==> config.mk <==
export PLATFORM = sky130hd
export DESIGN_NAME = yfdtd_sum_stage
export DESIGN_NICKNAME = d
export VERILOG_FILES = /design/src/yfdtd_pkg.sv /design/src/yfdtd_sum_stage.sv
export SDC_FILE = /design/constraint.sdc
export NUM_CORES = 1
export LEC_CHECK = 0
export BUFFER_PORTS_ARGS = -buffer_cell sky130_fd_sc_hd__buf_4
export CAP_MARGIN = 15
export CORE_MARGIN = 2
export CORE_UTILIZATION = 40
export DETAILED_ROUTE_END_ITERATION = 10
export PLACE_DENSITY_LB_ADDON = 0.05
export SLEW_MARGIN = 5
export SYNTH_ARGS = -nofsm -noshare
export SYNTH_HDL_FRONTEND = slang
export SYNTH_SLANG_ARGS = --single-unit
==> constraint.sdc <==
create_clock -name clk -period 6 [get_ports clk]
set_input_delay 0.9 -clock clk [delete_from_list [all_inputs] [get_ports clk]]
set_output_delay 0.9 -clock clk [all_outputs]
set_load 0.005 [all_outputs]
==> src/yfdtd_pkg.sv <==
// ----------------------------------------------------------------------------
// yfdtd_pkg - shared types and constants of the 2-D Yee field update
// Cell and result layouts, stage payloads and register indexes.
// ----------------------------------------------------------------------------
package yfdtd_pkg;

	localparam int MAX_ROW = 256;
	localparam int COL_W   = $clog2(MAX_ROW);
	localparam int LEN_W   = 9;
	localparam int COEF_W  = 31;
	localparam int VAL_W   = 32;
	localparam int PROD_W  = 64;
	localparam int LANES   = 7;
	localparam int IDX_W   = 3;

	// Register indexes of the configuration channel
	localparam logic [IDX_W-1:0] REG_PASS_KIND  = 3'd0;
	localparam logic [IDX_W-1:0] REG_ROW_LENGTH = 3'd1;
	localparam logic [IDX_W-1:0] REG_COEF_Y     = 3'd2;
	localparam logic [IDX_W-1:0] REG_COEF_Z     = 3'd3;
	localparam logic [IDX_W-1:0] REG_COEF_DT    = 3'd4;

	// Pass kinds
	localparam logic PASS_E = 1'b0;
	localparam logic PASS_H = 1'b1;

	typedef struct packed {
		logic signed [VAL_W-1:0] j_z;
		logic signed [VAL_W-1:0] j_y;
		logic signed [VAL_W-1:0] j_x;
		logic signed [VAL_W-1:0] h_z;
		logic signed [VAL_W-1:0] h_y;
		logic signed [VAL_W-1:0] h_x;
		logic signed [VAL_W-1:0] e_z;
		logic signed [VAL_W-1:0] e_y;
		logic signed [VAL_W-1:0] e_x;
	} cell_t;

	// Neighbour words fetched for one cell: line store (z-1 / z+1) and
	// previous cell (y-1 / y+1), plus the edge flag and pass kind at accept.
	typedef struct packed {
		logic [2*VAL_W-1:0] up;
		logic [2*VAL_W-1:0] prev;
		logic               at_edge;
		logic               mode;
	} nbr_t;

	typedef struct packed {
		logic [LANES-1:0][PROD_W-1:0] prod;
		logic signed [VAL_W-1:0]      base_x;
		logic signed [VAL_W-1:0]      base_y;
		logic signed [VAL_W-1:0]      base_z;
		logic                         at_edge;
		logic                         mode;
		logic                         last;
	} prod_t;

	typedef struct packed {
		logic                    end_out;
		logic signed [VAL_W-1:0] new_z;
		logic signed [VAL_W-1:0] new_y;
		logic signed [VAL_W-1:0] new_x;
	} res_t;

	typedef struct packed {
		logic              pass_kind;
		logic [LEN_W-1:0]  row_length;
		logic [COEF_W-1:0] coef_y;
		logic [COEF_W-1:0] coef_z;
		logic [COEF_W-1:0] coef_dt;
	} cfg_t;

endpackage

==> src/yfdtd_sum_stage.sv <==
// ----------------------------------------------------------------------------
// yfdtd_sum_stage - rounding, summation and saturation
// Rounds each product to Q16.16, adds the terms to the field and saturates
// into the result register.
// ----------------------------------------------------------------------------
module yfdtd_sum_stage (
	input  logic              clk,
	input  logic              en,
	input  yfdtd_pkg::prod_t  prod_s2,
	output yfdtd_pkg::res_t   res_s3
);

	localparam int R_W = 34;
	localparam int S_W = 37;

	logic signed [R_W-1:0]              r [yfdtd_pkg::LANES];
	logic signed [yfdtd_pkg::PROD_W-1:0] t;
	logic signed [S_W-1:0]              sum_x, sum_y, sum_z;
	yfdtd_pkg::res_t                    nxt;

	function automatic logic signed [S_W-1:0] ext_r(input logic signed [R_W-1:0] v);
		ext_r = S_W'(v);
	endfunction

	function automatic logic signed [S_W-1:0] ext_b(
		input logic signed [yfdtd_pkg::VAL_W-1:0] v);
		ext_b = S_W'(v);
	endfunction

	function automatic logic signed [yfdtd_pkg::VAL_W-1:0] sat(
		input logic signed [S_W-1:0] v);
		if (v > ext_b(32'sh7FFF_FFFF)) begin
			sat = 32'sh7FFF_FFFF;
		end else if (v < ext_b(32'sh8000_0000)) begin
			sat = 32'sh8000_0000;
		end else begin
			sat = v[yfdtd_pkg::VAL_W-1:0];
		end
	endfunction

	always_comb begin
		t = '0;
		// add half an output step, then floor-shift by 30
		for (int i = 0; i < yfdtd_pkg::LANES; i++) begin
			t    = $signed(prod_s2.prod[i]) + 64'sd536870912;
			r[i] = t[yfdtd_pkg::PROD_W-1:30];
		end

		if (prod_s2.mode == yfdtd_pkg::PASS_E) begin
			sum_x = ext_b(prod_s2.base_x) + ext_r(r[0]) - ext_r(r[1]) - ext_r(r[2]);
			sum_y = ext_b(prod_s2.base_y) + ext_r(r[3]) - ext_r(r[4]);
			sum_z = ext_b(prod_s2.base_z) - ext_r(r[5]) - ext_r(r[6]);
		end else begin
			sum_x = ext_b(prod_s2.base_x) - ext_r(r[0]) + ext_r(r[1]) - ext_r(r[2]);
			sum_y = ext_b(prod_s2.base_y) - ext_r(r[3]) - ext_r(r[4]);
			sum_z = ext_b(prod_s2.base_z) + ext_r(r[5]) - ext_r(r[6]);
		end

		// edge cells pass through unchanged
		if (prod_s2.at_edge) begin
			nxt.new_x = prod_s2.base_x;
			nxt.new_y = prod_s2.base_y;
			nxt.new_z = prod_s2.base_z;
		end else begin
			nxt.new_x = sat(sum_x);
			nxt.new_y = sat(sum_y);
			nxt.new_z = sat(sum_z);
		end
		nxt.end_out = prod_s2.last;
	end

	always_ff @(posedge clk) begin
		if (en) begin
			res_s3 <= nxt;
		end
	end

endmodule

Yosys cells after proc, flatten, opt, wreduce, memory -nomap -nowiden. Cells that the tools add are included.

Logic and storage cells: 41. Output and inout bits: 97. Register bits after elaboration: 97. Bits of input ports: 549.

Muxes and demuxes: 10. $lt $le $gt $ge: 6. Add/sub/neg operators: 21.

Operator list (number): $add 64x31->64 const B (7); $mux 32 (6); $sub 35x34->36 (5); $gt 37x32->1 const B (3); $lt 37x32->1 const B (3); $mux 37 (3); $add 32x34->35 (3); $sub 32x34->35 (3); $mux 96 (1); $sub 36x34->37 (2); $add 35x34->36 (1).

Logic depth before layout (Yosys ltp).
Depth after elaboration: 9. Mapped depth: 29. Depth with buffers taken out: 26.

Worst setup path before layout. Ideal clock, no wire load.

Path type: in2reg. From: input prod_s2[128] in the netlist's numbering. To: register res_s3[19] in the netlist's numbering, data pin. Cell stages on the path: 29. Arrival: 6210 ps. Slack: -369 ps. Library setup time: 159 ps. Required time: 5841 ps. Path through: ha_1 and3_1 and3_1 nor2b_1 inv_1 nor2_1 nand2_1 nor2_1 nand3_1 xor2_1 inv_1 fa_1 fa_1 inv_1 ha_1 clkbuf_1 and4_1 and2_1 a221oi_1 nor2b_1 a21oi_1 xnor2_1 mux2i_1 o211ai_1 o31ai_1 buf_2 buf_4 nand2_1 a22oi_1.

RTL lines: start, declared (line yfdtd_sum_stage.sv:9) `input yfdtd_pkg::prod_t prod_s2,`; end signal, assigned (line yfdtd_sum_stage.sv:74) `res_s3 <= nxt;`; end, declared (line yfdtd_sum_stage.sv:10) `output yfdtd_pkg::res_t res_s3`.

==> results.cfg <==
[place]
portBuffers = 442
dpl_cell_area_sq_um = 40200
dp_hpwl_mm = 90.6
dp_slack_ns = -1.15
gp_congestion = 0.945

[routing]
drt-wirelength-per-cell_microns = 18.2
drc = 0
detail-route-antenna-nets = 0
wl_mm = 110
via_count = 31200
drt-initial-drc-count = 1706
via_per_inst = 5.18
first_pass_iters = 7

[final_layout]
top_regs = res_s3 (97)
nNetsFinal = 6120
largest_register = res_s3
area_growth_pct = 53.8
multi_input_area_sq_um = 25700
largest_register_ffs = 97
layout_commonest_cell = buf_4
seq_area_sq_um = 2910
final_util_pct = 62.1
final_cell_mix = buf_4 (1438), inv_1 (623), nand2_1 (287), fa_1 (269), xnor2_1 (212)
final.fill_count = 6587
drive_gt1_share_pct = 39.2
final_area_sq_um = 44300

[clock_network]
clk_pin_slew_ns = 0.09
clk_path_buf_depth = 2
htree_levels = 3
tritoncts = yes
cts_inserted_buffers = 9
cts_sinks = 97
cts-root-buf = clkbuf_16

[sta]
setup_viol = 31
finalWorstPathRequiredPeriod_ns = 6.19
rsz0062_at_grt = true
layout_setup_ws_ns = -0.187
clock.fmax_ghz = 0.162
report.final.hold_viol_count = 0
min_period_over_period_pct = 103
worst_slew_pin_slew_ns = 0.940
final.setup.tns_ns = -2.61
slew_violations = 0
fin_hold_ws_ns = 0.677
slew_headroom_pct = 37.3

[logic_synthesis]
synth_area_leaders = fa_1 (19%), edfxtp_1 (10%), ha_1 (9.9%)
ys.flop_type = edfxtp_1
ys_seq_area_share_pct = 10.1
synthMuxAreaShare_pct = 0.569
yosysUniqueCellTypes = 88
synth_top_area_share_pct = 19.0
synth_xor_area_share_pct = 12.7
synthCells = 3686
async_flop_share_pct = 0
synth_warnings = 0
yosys.area_share.simple_pct = 17.1
synth_area_per_cell_sq_um = 7.81
synth_compound_area_share_pct = 20.4
synth_edf_count = 97
synth_fp_nets = 4736
synth_top_family_by_area = adder cells
mappedNetlistArea_sq_um = 28800
ys_ff_latch = 97
yosys.area.top_type = fa_1
synth_fa_ha_area_share_pct = 28.9

[worst_setup_path]
startpoint = prod_s2[267]
worstPathMaxFanout = 8
cpMaxStageDelayCell = fa_1
crit_type = primary input to flip-flop
worstPathRequired_ns = 6.24
path_delay_family = simple AND/OR/NAND/NOR gates
worstPathBufferInverterCount = 6
cpPeakStageDelay_ns = 0.57
critPathLaunchType = primary input
worstSetupEndpointType = flip-flop
arrival_ns = 6.43

[global_routing]
grtUsageTotal_pct = 29.0
grt_antenna_before_repair = 15
grt_max_degree = 88
grt_pass1_wl_mm = 170
gr-total-overflow = 0
grt_pass1_vias = 31200

[floorplanning]
ios = 646
coreArea_sq_um = 71400
die-area_sq_um = 74200
rows = 98
initial_utilization_pct = 40.3
die_x_microns = 272
dieHeight_microns = 272

[power_and_ir_drop]
power_leakage_nw = 21.5
p_per_area_nw_per_um2 = 253
peakVddDrop_v = 0.000156

[outcome]
violations = setup timing
status = complete, but fails checks

[hold_path]
min_from = prod_s2[0]
hold_class = primary input to flip-flop

[run]
cap_violations = 0
==> per-stage QoR <==
stage / total power [mW] / std cells
final: 11.2 / 6027
after global routing: 12.1 / 6026
after CTS: 10.6 / 5995
after detailed placement: 9.10 / 5914
after global placement: 9.09 / 5914
after floorplan: 5.61 / 3686
==> cells in the mapped netlist, types with 11 or more instances <==
master / instances
inv_1: 644
nand2_1: 324
fa_1: 274
xnor2_1: 253
ha_1: 227
a21oi_1: 225
nor2_1: 176
xor2_1: 164
o21ai_0: 145
nand3_1: 125
clkbuf_1: 101
edfxtp_1: 97
and3_1: 92
a21o_1: 89
nand4_1: 80
a22oi_1: 66
o211ai_1: 52
a211oi_1: 45
nor3_1: 39
and2_1: 34
o21bai_1: 34
nor2b_1: 31
a31oi_1: 29
o22a_1: 29
o21a_1: 24
and4_1: 23
nand2b_1: 22
o22ai_1: 17
buf_2: 15
mux2i_1: 13
a21boi_0: 12
o21ai_1: 11
==> path summary, 6_finish.rpt <==
path,endpoint,slack [ns],depth (start not counted)
max,res_s3[30],-0.19,26
min,res_s3[96],0.68,1
==> kinds of logic (layout without fill, tap and decap cells) <==
kind of cell	after synthesis	in the layout
and+or+nand+nor	1002	1002
DFF	97	97
xor gates and xnor gates	417	417
other	0	2
adders and majority gates	501	501
AOI/OAI and AO/OA	884	884
buffers and inverters	769	2158
muxes	16	16
==> final cells by class <==
type / count / area share, %
antenna: 2 / 0.0113
clock buffer: 9 / 0.508
clock inverter: 7 / 0.172
inverter: 644 / 5.46
multi-input combinational: 2820 / 58.1
sequential: 97 / 6.58
tap: 950 / 2.68
timing repair buffer: 1498 / 26.4
==> layer usage <==
layer / GRT usage (%) / wire (microns) / part of all wire (%)
met5: 0 / 138 / 0.13
met4: 6.32 / 2030 / 1.8
met3: 3.19 / 6750 / 6.1
met2: 46.8 / 49600 / 45
met1: 41.8 / 51400 / 47
==> what timing repair did <==
action / 4_1_cts / 5_1_grt
gates cloned: 9 / 0
endpoints found under the hold margin: 0 / 0
buffers inserted: 59 / 37
hold buffers: 0 / 0
pin swaps: 152 / 181
resized for setup: 270 / 313
endpoints found under the setup margin: 93 / 93
==> power breakdown <==
group          leakage (nW)  total (mW)  internal [mW]  switching [mW]
combinational          20.4        9.52           4.70            4.82
clock                 0.147       0.667          0.298           0.369
sequential            0.954        1.01          0.925          0.0863
total                  21.5        11.2           5.93            5.27
Note: power is estimated with default switching activity, not from simulation.
